`config.mk`:
```
export PLATFORM = sky130hd
export DESIGN_NAME = fwt_walk
export DESIGN_NICKNAME = d
export VERILOG_FILES = /design/src/rtl/core/fwt_pkg.sv /design/src/rtl/core/fwt_walk.sv
export VERILOG_INCLUDE_DIRS = /design/src /design/src/rtl/core
export SDC_FILE = /design/constraint.sdc
export NUM_CORES = 1
export LEC_CHECK = 0
export BUFFER_PORTS_ARGS = -buffer_cell sky130_fd_sc_hd__buf_2
export CAP_MARGIN = 20
export CORE_ASPECT_RATIO = 2
export CORE_MARGIN = 3
export CORE_UTILIZATION = 40
export DETAILED_ROUTE_END_ITERATION = 8
export SYNTH_ARGS = -nofsm -noshare
export SYNTH_HDL_FRONTEND = slang
export SYNTH_SLANG_ARGS = --single-unit
```
`constraint.sdc`:
```
create_clock -name clock -period 4 [get_ports clock]
set_clock_uncertainty 0.2 [all_clocks]
set_input_delay 0.2 -clock clock [delete_from_list [all_inputs] [get_ports clock]]
set_output_delay 0.2 -clock clock [all_outputs]
set_load 0.005 [all_outputs]
```
`src/rtl/core/assert_macros.svh`:
```
// Assertion macros shared by the RTL of the binary indexed tree block.
// No dependencies; included by the files that carry concurrent checks.
`ifndef ASSERT_MACROS_SVH
`define ASSERT_MACROS_SVH

// Clocked check, switched off while reset is high.
`define ASSERT_CLK(label, clk, rst, prop, msg) \
   label: assert property (@(posedge clk) disable iff (rst) (prop)) else $error(msg);

// Clocked implication a |-> b, switched off while reset is high.
`define ASSERT_IMPL(label, clk, rst, ante, cons, msg) \
   label: assert property (@(posedge clk) disable iff (rst) (ante) |-> (cons)) else $error(msg);

// Clocked next-cycle implication a |=> b, switched off while reset is high.
`define ASSERT_NEXT(label, clk, rst, ante, cons, msg) \
   label: assert property (@(posedge clk) disable iff (rst) (ante) |=> (cons)) else $error(msg);

`endif

```
`src/rtl/core/fwt_pkg.sv`:
```
// Shared types and constants for the binary indexed tree block.
// No dependencies.
`default_nettype none

package fwt_pkg;

   localparam int POS_BITS  = 11;
   localparam int DATA_BITS = 32;

   localparam logic REQ_UPDATE = 1'b0;
   localparam logic REQ_QUERY  = 1'b1;

   typedef enum logic [1:0] {
      ST_CLEAR,
      ST_IDLE,
      ST_WALK,
      ST_FINISH
   } state_type;

endpackage

`default_nettype wire

```
`src/rtl/core/fwt_walk.sv`:
```
// Sequencer and shared adder that walk the tree for updates and queries,
// plus the clearing pass and the result register. Uses fwt_pkg and the macros.
`default_nettype none
`include "assert_macros.svh"

module fwt_walk
   import fwt_pkg::*;
#(
   parameter int TREE_SIZE = 1024,
   localparam int ADDR_W = (TREE_SIZE > 1) ? $clog2(TREE_SIZE) : 1
) (
   input  wire logic                        clock,
   input  wire logic                        reset,
   input  wire logic                        req_valid,
   output logic                             req_stall,
   input  wire logic                        req_type,
   input  wire logic        [POS_BITS-1:0]  req_position,
   input  wire logic signed [DATA_BITS-1:0] req_delta,
   output logic                             rsp_valid,
   input  wire logic                        rsp_stall,
   output logic signed      [DATA_BITS-1:0] rsp_prefix_sum,
   output logic                             ram_wr_en,
   output logic             [ADDR_W-1:0]    ram_wr_addr,
   output logic             [DATA_BITS-1:0] ram_wr_data,
   output logic                             ram_rd_en,
   output logic             [ADDR_W-1:0]    ram_rd_addr,
   input  wire logic        [DATA_BITS-1:0] ram_rd_data
);

   // walk position must hold the 11-bit input and an upward step past the top
   localparam int POS_TREE_W = $clog2(TREE_SIZE + 1) + 1;
   localparam int POS_W = (POS_TREE_W > POS_BITS) ? POS_TREE_W : POS_BITS;
   localparam logic [POS_W-1:0]  TREE_POS  = POS_W'(TREE_SIZE);
   localparam logic [ADDR_W-1:0] TREE_LAST = ADDR_W'(TREE_SIZE - 1);

   state_type state_ff, state_in;

   logic [POS_W-1:0]     pos_ff, pos_in;
   logic                 kind_ff, kind_in;
   logic [DATA_BITS-1:0] delta_ff, delta_in;
   logic [DATA_BITS-1:0] acc_ff, acc_in;
   logic                 pend_ff, pend_in;
   logic [ADDR_W-1:0]    pend_addr_ff, pend_addr_in;
   logic [ADDR_W-1:0]    clr_ff, clr_in;
   logic                 rsp_valid_ff, rsp_valid_in;
   logic [DATA_BITS-1:0] rsp_sum_ff, rsp_sum_in;

   logic                 accept;
   logic                 issue;
   logic                 rsp_load;
   logic                 rsp_free;
   logic [POS_W-1:0]     low_bit;
   logic [POS_W-1:0]     pos_step;
   logic [POS_W-1:0]     pos_dec;
   logic [POS_W-1:0]     req_pos_ext;
   logic [DATA_BITS-1:0] add_operand;
   logic [DATA_BITS-1:0] add_sum;

   // position arithmetic
   assign low_bit  = pos_ff & (~pos_ff + POS_W'(1));
   assign pos_step = (kind_ff == REQ_QUERY) ? (pos_ff - low_bit) : (pos_ff + low_bit);
   assign pos_dec  = pos_ff - POS_W'(1);
   assign req_pos_ext = POS_W'(req_position);

   // the walk goes on while the position still lies inside the tree
   assign issue = (state_ff == ST_WALK) && (pos_ff != '0) && (pos_ff <= TREE_POS);

   // shared adder: accumulate for a query, read-modify-write for an update
   assign add_operand = (kind_ff == REQ_QUERY) ? acc_ff : delta_ff;
   assign add_sum     = ram_rd_data + add_operand;

   assign accept   = (state_ff == ST_IDLE) && req_valid;
   assign rsp_free = !rsp_valid_ff || !rsp_stall;

   always_comb begin
      state_in = state_ff;
      case (state_ff)
         ST_CLEAR: begin
            if (clr_ff == TREE_LAST) begin
               state_in = ST_IDLE;
            end
         end
         ST_IDLE: begin
            if (req_valid) begin
               state_in = ST_WALK;
            end
         end
         ST_WALK: begin
            if (!issue) begin
               state_in = (kind_ff == REQ_QUERY) ? ST_FINISH : ST_IDLE;
            end
         end
         ST_FINISH: begin
            if (rsp_free) begin
               state_in = ST_IDLE;
            end
         end
         default: begin
            state_in = ST_CLEAR;
         end
      endcase
   end

   always_comb begin
      req_stall   = 1'b1;
      ram_wr_en   = 1'b0;
      ram_wr_addr = pend_addr_ff;
      ram_wr_data = add_sum;
      ram_rd_en   = 1'b0;
      ram_rd_addr = pos_dec[ADDR_W-1:0];
      rsp_load    = 1'b0;
      case (state_ff)
         ST_CLEAR: begin
            ram_wr_en   = 1'b1;
            ram_wr_addr = clr_ff;
            ram_wr_data = '0;
         end
         ST_IDLE: begin
            req_stall = 1'b0;
         end
         ST_WALK: begin
            ram_rd_en = issue;
            ram_wr_en = pend_ff && (kind_ff == REQ_UPDATE);
         end
         ST_FINISH: begin
            rsp_load = rsp_free;
         end
         default: begin
            req_stall = 1'b1;
         end
      endcase
   end

   always_comb begin
      pos_in       = pos_ff;
      kind_in      = kind_ff;
      delta_in     = delta_ff;
      acc_in       = acc_ff;
      pend_in      = 1'b0;
      pend_addr_in = pos_dec[ADDR_W-1:0];
      clr_in       = clr_ff;
      if (state_ff == ST_CLEAR) begin
         clr_in = clr_ff + ADDR_W'(1);
      end
      if (accept) begin
         kind_in  = req_type;
         delta_in = DATA_BITS'(req_delta);
         acc_in   = '0;
         // a query past the top covers the whole tree
         if ((req_type == REQ_QUERY) && (req_pos_ext > TREE_POS)) begin
            pos_in = TREE_POS;
         end else begin
            pos_in = req_pos_ext;
         end
      end
      if (issue) begin
         pos_in  = pos_step;
         pend_in = 1'b1;
      end
      if (pend_ff && (kind_ff == REQ_QUERY)) begin
         acc_in = add_sum;
      end
      rsp_valid_in = (rsp_valid_ff && rsp_stall) || rsp_load;
      rsp_sum_in   = rsp_load ? acc_ff : rsp_sum_ff;
   end

   always_ff @(posedge clock) begin
      if (reset) begin
         state_ff     <= ST_CLEAR;
         clr_ff       <= '0;
         pend_ff      <= 1'b0;
         rsp_valid_ff <= 1'b0;
      end else begin
         state_ff     <= state_in;
         clr_ff       <= clr_in;
         pend_ff      <= pend_in;
         rsp_valid_ff <= rsp_valid_in;
      end
      pos_ff       <= pos_in;
      kind_ff      <= kind_in;
      delta_ff     <= delta_in;
      acc_ff       <= acc_in;
      pend_addr_ff <= pend_addr_in;
      rsp_sum_ff   <= rsp_sum_in;
   end

   assign rsp_valid      = rsp_valid_ff;
   assign rsp_prefix_sum = rsp_sum_ff;

   `ASSERT_IMPL(a_no_rw_collide, clock, reset, ram_wr_en && ram_rd_en, ram_wr_addr != ram_rd_addr, "read and write hit the same entry")
   `ASSERT_IMPL(a_pend_from_issue, clock, reset, pend_ff, $past(issue), "pending read data without a read")
   `ASSERT_IMPL(a_pend_only_walk, clock, reset, state_ff != ST_WALK, !pend_ff, "read data pending outside the walk")
   `ASSERT_NEXT(a_update_climbs, clock, reset, issue && (kind_ff == REQ_UPDATE), pos_ff > $past(pos_ff), "update walk did not move upward")

endmodule

`default_nettype wire

```
**Yosys cells after proc, flatten, opt, wreduce, memory -nomap -nowiden**

Cells that the tools add are included.

- Add/subtract/negate cells: 6
- $lt $le $gt $ge: 2
- Eq/ne operators: 8
- Muxes and demuxes: 20
- Bitwise operators: 3
- Reductions and logical operators: 16

Operator list:

| kind | number |
|---|---|
| 32-bit 2-to-1 mux | 4 |
| 12-bit 2-to-1 mux | 3 |
| 32-bit adder | 1 |
| 12-bit by 1-bit adder with 12-bit output, second input constant | 1 |
| 12-bit adder | 1 |
| 12-bit AND | 1 |
| 12-bit by 11-bit <= comparator with 1-bit output, second input constant | 1 |
| 12-bit inverter | 1 |
| 12-bit nonzero test | 1 |
| 12-bit subtractor | 1 |
| 11-bit greater-than comparator, second input constant | 1 |
| 11-bit 2-to-1 mux | 1 |
| 10-bit by 1-bit adder with 10-bit output, second input constant | 1 |
| 10-bit equality test, second input constant | 1 |
| 10-bit 2-to-1 mux | 1 |
| 2-bit 2-to-1 mux | 5 |
| 10-bit by 1-bit subtractor with 10-bit output, second input constant | 1 |
| 2-bit != test, second input constant | 4 |
| 2-bit one-hot mux with 4 select lines | 1 |
| 1-bit logical AND | 7 |
| 2-bit equality test, second input constant | 2 |
| 1-bit 2-to-1 mux | 4 |
| 4-bit AND reduction | 1 |
| 2-bit nonzero test | 2 |
| other kinds (6) | 8 |

- Register bits after elaboration: 133
- Input bits: 80
- Output and inout bits: 88
- Word-level logic and storage cells: 65

**Logic depth before layout (Yosys ltp)**

Gate-level depths: netlist of the first run.

- Word-level depth: 6
- Gate-level depth with buffers: 16

**Worst setup path before layout of the first run**

OpenSTA, ideal clock, no wires.

- Path type: flip-flop to flip-flop
- From: register state_ff[0]
- To: register rsp_sum_ff[0] (netlist: rsp_prefix_sum[0]) (enable)
- Arrival: 2.953 ns
- Required time: 3.330 ns
- Path slack: 0.376 ns
- Cell stages (with the launch flop): 3
- Path buffers: 0
- Cells stage by stage: dfxtp_1 ha_1 a21boi_0

- Word-level cells in the longest chain between the ends: 2

Ends and longest elaborated chain:

| element | line | source |
|---|---|---|
| from (decl) | fwt_walk.sv:36 | `state_type state_ff, state_in;` |
| from (signal assigned) | fwt_walk.sv:174 | `state_ff <= state_in;` |
| 2-bit equality test | fwt_walk.sv:112 | `case (state_ff)` |
| 1-bit 2-to-1 mux | fwt_walk.sv:112 |  |
| named net rsp_load | fwt_walk.sv:50 | `logic rsp_load;` |
| to (signal assigned) | fwt_walk.sv:184 | `rsp_sum_ff <= rsp_sum_in;` |
| to (decl) | fwt_walk.sv:46 | `logic [DATA_BITS-1:0] rsp_sum_ff, rsp_sum_in;` |

The timed path passes the listed nets, and every way through them passes these cells.
A chain may end at the register's enable or synchronous reset.

**Worst setup path in the final report of the first run**

- From: register kind_ff
- To: output ram_wr_data[30]

- Word-level cells in the longest chain between the ends: 3

Ends and longest elaborated chain:

| element | line | source |
|---|---|---|
| from (decl) | fwt_walk.sv:39 | `logic kind_ff, kind_in;` |
| from (signal assigned) | fwt_walk.sv:180 | `kind_ff <= kind_in;` |
| 32-bit 2-to-1 mux | fwt_walk.sv:69 | `assign add_operand = (kind_ff == REQ_QUERY) ? acc_ff : delta_ff;` |
| 32-bit adder | fwt_walk.sv:70 | `assign add_sum = ram_rd_data + add_operand;` |
| 32-bit 2-to-1 mux | fwt_walk.sv:112 |  |
| to (decl) | fwt_walk.sv:24 | `output logic [DATA_BITS-1:0] ram_wr_data,` |

Every way passes these cells.

==> impl_results.md, run 1 <==
* Status: finished clean
* Critical Path AT at around 3.5 ns
* Synth warn at 0
* CP required at 3.60 ns
* GR Overflow Total at 0
* Sequential share of the synthesized area at 0.4901
* Leak pwr at roughly 4.2 nW
* Minimum clock period at about 3.9 ns
* Fmax at 256.8 MHz
* Largest net degree at the start of global routing at 34
* EDFF count, synth at about 110
* Initial antenna violation count at 2
* Reg-to-Reg Start: pos_ff[1]
* Async S/R FF share, synth at 0
* IO Port Bufs at between 150 and 200
* Main combinational cell family by area after synthesis: simple AND/OR/NAND/NOR gates
* Hpwl dp at ~16000 um
* Area Overhead vs Synth at 31.04%
* CP Class: register to output pin
* Worst-Skew Late Latency at between 0.4 and 0.5 ns
* Pins Over Slew Limit at 0
* 1st-pass router iterations at 4
* Post-Synth Adder-Cell Area at 0.08593
* Drc violations at 0
* Rows at 71
* Reg2reg end: pos_ff[10]
* Die width at 103.8 um
* Fin. Hold Viols at 0
* Clk slew on worst S/H paths at 0.06 ns
* RSZ-0062 raised after global routing: yes
* DR iter-0 viols at around 220
* WL/cell at 17.80 um
* Hold_sp: req_valid
* Pre-CTS setup slack at roughly 0.38 ns
* Main synth FF type: edfxtp_1
* Total track usage at 0.2046
* Routed WL at ~22000 um
* R2R cell count at 14
* Remaining antenna violation count after routing at 0
* Post-Syn Area at 7659 um^2
* First-pass GRT wire length at 33380 um
* R2R Setup Slk at roughly 0.46 ns
* Root Buffer Master: clkbuf_16
* Vias in the first global route at about 6600
* WHS Endpoint: state_ff[0]
* # IOs at 168
* TritonCTS clock tree: done
* Crit path launch: kind_ff
* Critical Path Fanout Max at 12
* Commonest cells after routing, fill and taps aside: buf_2, edfxtp_1, nor2_1
* Syn_area_per_cell at around 11 um^2
* Syn nets at between 800 and 900
* Detailed-route via count at ~6300
* Setup crit end kind: output pin
* Mux share of post-synthesis cell area at 0.06404
* Yosys reg bits at between 100 and 150
* HP Class: primary input to register
* Post-route clock period utilization at 0.9737
* Post-synth cell types at a little under 60
* Hold path depth at 3
* Worst rel slew slack at 0.4600
* H-tree Lvls at 4
* Antenna diodes at 0
* Vias per cell at 5.192
* Clock sink total at 133
* Post-synthesis compound-gate area fraction at 0.1171
* Final setup fails at 0
* Synth Area in XOR/XNOR at 0.07205
* Die area at 20940 um^2
* Pwr Density at 330.9 nW/um^2
* Most common cell after layout, fill and taps aside: buf_2
* Critical path startpoint category: register
* Routability cong. at about 0.93
* Maximum root-to-sink buffer count at 2
* Starting Density at 0.4067
* Worst-margin pin slew at slightly above 0.8 ns
* Chip height at between 200 and 250 um
* Core Footprint at roughly 19000 um^2
* Max rail drop VDD at ~190 uV
* Cells after Synth at around 720
* Util after Layout at 0.5329
* Setup ws final at between 0.1 and 0.15 ns
* CTS buffer count at 17
* Final nets at 1077
* Post-synthesis simple-gate area fraction at 0.1503
* Total of max-cap violations at 0
* Share of cells above drive strength 1 at 0.2954
## logic make-up (layout without fill, tap and decap cells)
logic type / Yosys count / after routing
AOI/OAI and AO/OA: 142 / 142
xor gates and xnor gates: 63 / 63
adders and majority gates: 52 / 52
buffers and inverters: 38 / 280
DFF: 133 / 133
muxes: 44 / 44
and+or+nand+nor: 244 / 244
## state kept, by name, indices dropped and copies added, names as in the netlist
name	count
acc_ff	32
delta_ff	32
rsp_prefix_sum	32
pos_ff	12
clr_ff	10
pend_addr_ff	10
state_ff	2
kind_ff	1
pend_ff	1
rsp_valid	1
## what timing repair did
| action | in CTS | in global routing |
|---|---|---|
| setup endpoints to repair | 3 | 13 |
| gates cloned | 0 | 1 |
| setup buffers | 2 | 3 |
| hold buffers | 47 | 0 |
| hold endpoints to repair | 58 | 0 |
| gates resized for setup | 1 | 23 |
| pin swaps | 1 | 5 |
## report_power, final
group	switching, W	leakage, nW	internal [W]
sequential	0.00000379	1.20	0.00149
clock	0.000569	0.283	0.000983
combinational	0.000144	2.74	0.000133
## area by class of cell
class                           count  area [um^2]
Clock buffer                       28        506.7
Clock inverter                      4        70.07
Fill cell                        1807         8797
Inverter                           18        67.56
Multi-Input combinational cell    545         3859
Sequential cell                   133         3754
Tap cell                          255        319.1
Timing Repair Buffer              230         1460
## layer usage
layer,part of all wire,global-route usage
met1,0.35,0.1854
met2,0.59,0.4183
met3,0.044,0.05329
met4,0.016,0.07703
met5,0.00065,0
## worst max-delay path: stages, from the launching register on
cell and delay, ns:
edfxtp_1 0.43, buf_12 0.18, mux2_2 0.35, ha_1 0.37
a21oi_1 0.26, o22ai_1 0.15, a211oi_2 0.17, buf_4 0.18
o21ai_2 0.07, buf_4 0.15, o211ai_1 0.28, xor2_1 0.28
nor2_1 0.06, buf_2 0.13
## cell usage after synthesis, types with 3 or more instances
master / count / share of area
a211oi_1: 6 / 0.0059
a21boi_0: 7 / 0.0069
a21o_1: 4 / 0.0039
a21oi_1: 42 / 0.027
a31oi_1: 7 / 0.0057
and2_1: 6 / 0.0049
and3_1: 11 / 0.0090
buf_2: 5 / 0.0033
clkbuf_1: 12 / 0.0059
dfxtp_1: 24 / 0.063
edfxtp_1: 109 / 0.43
ha_1: 51 / 0.083
inv_1: 18 / 0.0088
mux2_2: 40 / 0.059
mux2i_1: 4 / 0.0052
nand2_1: 47 / 0.023
nand2b_1: 10 / 0.0082
nand3_1: 26 / 0.017
nand4_1: 6 / 0.0049
nor2_1: 100 / 0.049
nor2b_1: 8 / 0.0065
nor3_1: 14 / 0.0091
nor4_1: 3 / 0.0025
o211a_1: 4 / 0.0052
o211ai_1: 7 / 0.0069
o21a_1: 7 / 0.0069
o21ai_0: 33 / 0.022
o21ai_1: 4 / 0.0026
o22ai_1: 3 / 0.0025
xnor2_1: 23 / 0.026
xor2_1: 40 / 0.046
## worst max path at each step
stage	endpoint	slack [ns]	depth (start not counted)
6_report	ram_wr_data[30]	0.11	13
5_1_grt	ram_wr_data[30]	-0.04	14
4_1_cts	ram_wr_data[24]	0.0003	13
3_5_place_dp	ram_wr_data[22]	0.38	13
3_3_place_gp	ram_wr_data[22]	0.44	13
2_1_floorplan	rsp_prefix_sum[0]	0.38	2
## through the flow
stage | setup TNS [ns] | hold WS [ns] | total power, W | cells | instance area [um^2]
floorplan | 0 | 0.06907 | 0.001660 | 716 | 7659
global placement | 0 | 0.1780 | 0.001750 | 1128 | 8826
detailed placement | 0 | 0.1781 | 0.001750 | 1128 | 8826
CTS | 0 | 0.006959 | 0.003336 | 1209 | 9892
global route | -0.08289 | 0.02715 | 0.003432 | 1213 | 10040
finish | 0 | 0.03194 | 0.003321 | 1213 | 10040
Note: power is estimated with default switching activity, not from simulation.
==> run 2: changes to the inputs <==
--- a/config.mk
+++ b/config.mk
@@ -6,6 +6,7 @@
 export SDC_FILE = /design/constraint.sdc
 export NUM_CORES = 1
 export LEC_CHECK = 0
+export ABC_AREA = 1
 export BUFFER_PORTS_ARGS = -buffer_cell sky130_fd_sc_hd__buf_2
 export CAP_MARGIN = 20
 export CORE_ASPECT_RATIO = 2
==> constraint.sdc (replaced) <==
create_clock -name clock -period 4 [get_ports clock]
set_clock_uncertainty 0.2 [all_clocks]
set_input_delay 0.8 -clock clock [delete_from_list [all_inputs] [get_ports clock]]
set_output_delay 0.8 -clock clock [all_outputs]
set_load 0.005 [all_outputs]
==> run 2 against run 1 <==
  * The run now ends with negative setup slack left
  * Largest power group is now combinational cells
  * Sequential share of layout area is 2.1 points lower
  * Highest routed layer unchanged
  * Area after synthesis up 5.1%
  * Largest cell class unchanged
  * Register-to-register slack lost 0.13 ns
  * Clock-buffer cell count down 11
  * Sequential power up 27%
  * Die area up 4.9%
  * First-iteration DRC count is 20% higher
  * Synthesized cell count increased by 38%
  * Worst setup slack worse by 0.13 ns
  * Cell count is 20% higher
==> impl_results.md, run 2 <==
* Chip height at 206.6 um (was 201.7 um)
* Area Overhead vs Synth at 32.20% (was 31.04%)
* Total track usage at 0.2340 (was 0.2046)
* TritonCTS clock tree: done (unchanged)
* Die width at 106.3 um (was 103.8 um)
* H-tree Lvls at 4 (unchanged)
* Antenna diodes at 0 (unchanged)
* First-pass GRT wire length at 38580 um (was 33380 um)
* Commonest cells after routing, fill and taps aside: nand2_1, buf_2, nor2_1 (was buf_2, edfxtp_1, nor2_1)
* Initial antenna violation count at 1 (was 2)
* Core Footprint at 19550 um^2 (was 18830 um^2)
* Top cells by area, synth: edfxtp_1, nand2_1, ha_1 (was edfxtp_1, ha_1, dfxtp_1)
* 1st-pass router iterations at 4 (unchanged)
* Sequential share of the synthesized area at 0.4664 (was 0.4901)
* Worst path max stage delay at 0.46 ns (was 0.43 ns)
* Remaining antenna violation count after routing at 0 (unchanged)
* Status: finished with violations (was finished clean)
* Max rail drop VDD at 570.5 uV (was 191.5 uV)
* # IOs at 168 (unchanged)
* HP Class: register to register (was primary input to register)
* DR iter-0 viols at 268 (was 224)
* Cell Count, Final, Fillers Out at 1453 (was 1213)
* Starting Density at 0.4117 (was 0.4067)
* Cell family with most CP delay: simple AND/OR/NAND/NOR gates (was compound AO/OA/AOI/OAI gates)
* Syn_area_per_cell at 8.170 um^2 (was 10.70 um^2)
* Area share of the largest cell type after synthesis at 0.4067 (was 0.4274)
* Pins Over Slew Limit at 0 (unchanged)
* Most frequent cells after synthesis: nand2_1, nor2_1, edfxtp_1 (was edfxtp_1, nor2_1, ha_1)
* Worst rel slew slack at 0.4597 (was 0.4600)
* GR Overflow Total at 0 (unchanged)
* Post-synth cell types at 37 (was 58)
* Largest net degree at the start of global routing at 40 (was 34)
* Critical path startpoint category: register (unchanged)
* Hpwl dp at 19600 um (was 15930 um)
* Failing checks: negative setup slack
* Die area at 21960 um^2 (was 20940 um^2)
* Hold_sp: acc_ff[1] (was req_valid)
* Pwr Density at 607.3 nW/um^2 (was 330.9 nW/um^2)
* CP required at 3.00 ns (was 3.60 ns)
* Setup ws final at -0.02735 ns (was 0.1053 ns)
* Critical Path AT at 3.03 ns (was 3.49 ns)
* Crit-path slowest cell: edfxtp_1 (unchanged)
* Hold Slack at 0.2421 ns (was 0.03194 ns)
* WL/cell at 17.51 um (was 17.80 um)
* IO Port Bufs at 167 (unchanged)
* Largest area contributor in the synthesized netlist: edfxtp_1 (unchanged)
* Maximum root-to-sink buffer count at 2 (unchanged)
* Worst-margin pin slew at 0.8096 ns (was 0.8079 ns)
* Rows at 72 (was 71)
* Minimum clock period at 4.027 ns (was 3.895 ns)
* Routability cong. at 0.9277 (was 0.9335)
* Async S/R FF share, synth at 0 (unchanged)
* Cells after Synth at 985 (was 716)
* Setup crit end kind: output pin (unchanged)
* Final nets at 1313 (was 1077)
* Post-route clock period utilization at 1.007 (was 0.9737)
* Crit path launch: kind_ff (unchanged)
* Setup TNS at -0.03163 ns (was 0 ns)
* Vias per cell at 5.097 (was 5.192)
* Drc violations at 0 (unchanged)
* EDFF count, synth at 109 (unchanged)
* Fin. Hold Viols at 0 (unchanged)
* Synth warn at 0 (unchanged)
* Share of cells above drive strength 1 at 0.3065 (was 0.2954)
* Vias in the first global route at 7723 (was 6634)
* Fmax at 248.3 MHz (was 256.8 MHz)
* Main synth FF type: edfxtp_1 (unchanged)
* Critical Path Fanout Max at 16 (was 12)
* Pre-CTS setup slack at 0.1407 ns (was 0.3782 ns)
* Detailed-route via count at 7406 (was 6298)
* Post-Syn Area at 8048 um^2 (was 7659 um^2)
* Crit path buf inv count at 4 (unchanged)
* Total of max-cap violations at 0 (unchanged)
* Leak pwr at 4.651 nW (was 4.217 nW)
* Syn nets at 1117 (was 848)
* Final setup fails at 2 (was 0)
* Placed Cells at 1404 (was 1128)
* RSZ-0062 raised after global routing: yes (unchanged)
* Clk slew on worst S/H paths at 0.06 ns (about the same)
* Count leader, synth: nand2_1 (was edfxtp_1)
* Clock sink total at 133 (unchanged)
* Yosys reg bits at 133 (unchanged)
* CTS buffer count at 17 (unchanged)
* Routed WL at 25450 um (was 21600 um)
* Most common cell after layout, fill and taps aside: nand2_1 (was buf_2)
* Util after Layout at 0.5442 (was 0.5329)
* Root Buffer Master: clkbuf_16 (unchanged)
* Reg-to-Reg Start: pos_ff[0] (was pos_ff[1])
* Worst-Skew Late Latency at 0.43 ns (was 0.42 ns)
* CP Cell Sequence: buf_4, buf_16, nand2_1, nand2_1, ha_2, nand2_2, nor2_2, inv_1, nor3_2, nand4_1, nand3b_1, nand2_2, nor2_1, buf_2 (was buf_12, mux2_2, ha_1, a21oi_1, o22ai_1, a211oi_2, buf_4, o21ai_2, buf_4, o211ai_1, xor2_1, nor2_1, buf_2)
* CP Class: register to output pin (unchanged)
run 2: cell types whose count changed in the layout (fill, tap and decap cells not counted), moves of 16 or more:
cell	previous run	this run
ha_1	48	28
xor2_1	40	21
nor2_1	100	143
ha_4	0	16
nand2_1	47	248
dlygate4sd3_1	47	0
inv_1	18	76
mux2_2	40	0
nand2_2	1	40
run 2: layout make-up:
type / instances / area (um^2)
fillers: 1876 / 8910
multi-input cells: 752 / 4472
flip-flops and latches: 133 / 3754
repair buffers: 196 / 1122
clock buffers: 17 / 425.4
well taps: 259 / 324.1
inverters: 81 / 307.8
clock inverters: 15 / 234.0
run 2: worst paths after layout:
kind / to / slack (ns) / cells after the start
min reg2reg: rsp_prefix_sum[1] / 0.24 / 0
min: rsp_prefix_sum[1] / 0.24 / 0
max: ram_wr_data[26] / -0.03 / 14
max reg2reg: pos_ff[10] / 0.33 / 16
run 2: kinds of logic after synthesis:
family | synth area share
compound gates | 0.08225
xor+xnor | 0.04462
fa+ha+maj | 0.08178
buf+inv | 0.05037
flops | 0.4664
simple gates | 0.2746
run 2: power breakdown:
group	switching, W	leakage (nW)	internal, W	total, W
Combinational	0.00176	3.13	0.00106	0.00281
Clock	0.000598	0.316	0.00116	0.00176
Sequential	0.000114	1.20	0.00177	0.00189
run 2: what timing repair did:
item                       in CTS  in global routing
setup endpoints to repair      17                 23
resized for setup              43                106
cloned                          1                  0
pin swaps                      10                 29
hold buffers                    0                  0
buffers inserted                8                  8
run 2: stage by stage:
stage          power, W  instance area (um^2)
2_1_floorplan  0.003461                  8048
3_3_place_gp   0.004398                  9234
3_5_place_dp   0.004411                  9234
4_1_cts        0.006303                 10170
5_1_grt        0.006883                 10640
6_report       0.006461                 10640
run 2: layer usage:
layer / global-route usage / wire length, um
met1: 0.2023 / 8101
met2: 0.4703 / 14790
met3: 0.04451 / 977
met4: 0.1542 / 1566
met5: 0 / 13
==> run 3: changes to the inputs <==
--- a/config.mk
+++ b/config.mk
@@ -13,6 +13,7 @@
 export CORE_MARGIN = 3
 export CORE_UTILIZATION = 40
 export DETAILED_ROUTE_END_ITERATION = 8
+export MAX_ROUTING_LAYER = met4
 export SYNTH_ARGS = -nofsm -noshare
 export SYNTH_HDL_FRONTEND = slang
 export SYNTH_SLANG_ARGS = --single-unit
==> run 3 against run 2 <==
  * Cell count increased by 0.28%
  * Hold slack improved by 0.00073 ns
  * First-iteration DRC count increased by 6.0%
  * Via count decreased by 0.62%
  * The flow now finishes without violations
  * Non-clock buffer count increased by 3
  * Clock power decreased by 14%
  * Critical path depth increased by 1
  * Wire length increased by 0.87%
  * Register-to-register slack improved by 0.13 ns
  * Combinational power increased by 2%
  * Highest routed layer is now met4
==> impl_results.md, run 3 (synthesis results as in run 2) <==
* Die width at 106.3 um (unchanged)
* Core Footprint at 19550 um^2 (unchanged)
* Clock sink total at 133 (unchanged)
* Initial antenna violation count at 1 (unchanged)
* Sequential share of power at 0.301 (was 0.292)
* Status: finished clean (was finished with violations)
* IO Port Bufs at 167 (unchanged)
* Total track usage at 0.2431 (was 0.2340)
* Final setup fails at 0 (was 2)
* Worst-Skew Late Latency at 0.44 ns (was 0.43 ns)
* # IOs at 168 (unchanged)
* Area of the multi-input gates at 4581 um^2 (was 4472 um^2)
* Starting Density at 0.4117 (unchanged)
* Die area at 21960 um^2 (unchanged)
* Switching pwr at 0.002508 W (was 0.002469 W)
* Minimum clock period at 3.965 ns (was 4.027 ns)
* Remaining antenna violation count after routing at 0 (unchanged)
* HP Class: register to register (unchanged)
* Maximum root-to-sink buffer count at 2 (unchanged)
* Setup crit end kind: output pin (unchanged)
* Routed WL at 25670 um (was 25450 um)
* Total power at 0.006281 W (was 0.006461 W)
* Worst rel slew slack at 0.4607 (was 0.4597)
* Combinational power share at 0.458 (was 0.436)
* H-tree Lvls at 4 (unchanged)
* First-pass GRT wire length at 38890 um (was 38580 um)
* Design Area, Final at 10660 um^2 (was 10640 um^2)
* Fin. Hold Viols at 0 (unchanged)
* CTS Hold Bufs at 0 (unchanged)
* Root Buffer Master: clkbuf_16 (unchanged)
* Chip height at 206.6 um (unchanged)
* Largest net degree at the start of global routing at 40 (unchanged)
* CP Class: register to output pin (unchanged)
* WL/cell at 17.62 um (was 17.51 um)
* Most common cell after layout, fill and taps aside: nand2_1 (unchanged)
* Pwr Density at 589.3 nW/um^2 (was 607.3 nW/um^2)
* Drc violations at 0 (unchanged)
* Fillcell total at 1858 (was 1876)
* Final nets at 1316 (was 1313)
* Max rail drop VDD at 569.2 uV (was 570.5 uV)
* Rows at 72 (unchanged)
* TritonCTS clock tree: done (unchanged)
* Share of cells above drive strength 1 at 0.3175 (was 0.3065)
* R2R Setup Slk at 0.46 ns (was 0.33 ns)
* GR Overflow Total at 0 (unchanged)
* Clk slew on worst S/H paths at 0.05 ns (was 0.06 ns)
* Clk network pwr share at 0.241 (was 0.272)
* Fmax at 252.2 MHz (was 248.3 MHz)
* Post-route clock period utilization at 0.9912 (was 1.007)
* FF+latch area at 3754 um^2 (unchanged)
* Leak pwr at 4.647 nW (was 4.651 nW)
* Critical Path Fanout Max at 15 (was 16)
* Switching share of total power at 0.3993 (was 0.3821)
* Total of max-cap violations at 0 (unchanged)
* Commonest cells after routing, fill and taps aside: nand2_1, buf_2, nor2_1 (unchanged)
* DR iter-0 viols at 284 (was 268)
* Vias per cell at 5.051 (was 5.097)
* Worst-margin pin slew at 0.8080 ns (was 0.8096 ns)
* Pins Over Slew Limit at 0 (unchanged)
* Cell Count, Final, Fillers Out at 1457 (was 1453)
* Critical Path AT at 2.96 ns (was 3.03 ns)
* Routability cong. at 0.9512 (was 0.9277)
* Hpwl dp at 19850 um (was 19600 um)
* Vias in the first global route at 7671 (was 7723)
* Internal power at 0.003773 W (was 0.003992 W)
* CP required at 3.00 ns (about the same)
* Area Overhead vs Synth at 32.45% (was 32.20%)
* RSZ-0062 raised after global routing: yes (unchanged)
* Detailed-route via count at 7360 (was 7406)
* 1st-pass router iterations at 5 (was 4)
* CTS buffer count at 17 (unchanged)
* Placed Cells at 1404 (unchanged)
* Placed Area at 9234 um^2 (unchanged)
* Critical path startpoint category: register (unchanged)
## run 3: cell count changes in the layout (fill, tap and decap cells not counted), moves of 3 or more
cell       previous run  this run
ha_4                 16        20
buf_4                23        27
nor2_1              143       134
nor2_2               12        18
clkinv_2              3         8
nor2_4                4         7
bufinv_16             6         2
nand2_1             248       255
nand2_2              40        33
o21ai_2               5         9
o21ai_1              17        13
## run 3: worst max-delay path, stage by stage (launching register included)
cell      delay (ns)
edfxtp_1        0.47
buf_4           0.19
buf_16          0.16
nand2_1         0.06
nand2_1         0.12
ha_4            0.33
nand2_2         0.12
nor2_4          0.14
inv_1           0.08
nor3_2          0.14
nand4_1         0.25
nand2_1         0.12
nand2_1         0.06
nand2_2         0.09
nor2_1          0.04
buf_2           0.14
## run 3: worst paths after layout
kind	from	to	cells past startpoint
max reg2reg	pos_ff[0]	pos_ff[10]	16
min reg2reg	acc_ff[16]	rsp_prefix_sum[16]	0
max	kind_ff	ram_wr_data[26]	15
min	acc_ff[16]	rsp_prefix_sum[16]	0
## run 3: metrics by stage
step,util,TNS [ns],setup WS (ns),hold WS [ns]
after floorplan,-,0,0.4255,0.2183
after global placement,0.4724,0,0.1594,0.2300
after detailed placement,0.4724,0,0.1120,0.2317
after CTS,0.5199,-0.005378,-0.005378,0.2434
after global routing,0.5453,-0.7262,-0.1491,0.2620
final,0.5453,0,0.03532,0.2428
## run 3: final cells by class
cell class	count	area share
inverters	81	0.02864
flip-flops and latches	133	0.3522
well taps	259	0.03040
repair buffers	199	0.1059
clock buffers	17	0.03991
multi-input cells	752	0.4297
diodes	1	0.0002348
clock inverters	15	0.01303
## run 3: power by group through the flow
stage	clock network [W]	logic [W]	registers, W
final	0.00152	0.00288	0.00189
after global routing	0.00160	0.00318	0.00191
after CTS	0.00154	0.00267	0.00189
after detailed placement	0	0.00250	0.00192
after global placement	0	0.00250	0.00191
after floorplan	0	0.00158	0.00188
## run 3: repair_timing
item | 4_1_cts | 5_1_grt
cloned | 1 | 0
pin swaps | 10 | 19
endpoints found under the setup margin | 16 | 22
resized for setup | 60 | 100
buffers inserted | 10 | 9
## run 3: routing by layer
layer | routed length, um | track usage | up-vias
li1 | - | - | 3666
met1 | 8320 | 0.2064 | 3419
met2 | 15170 | 0.4932 | 203
met3 | 1021 | 0.04202 | 72
met4 | 1159 | 0.1167 | 0
met5 | 0 | - | -
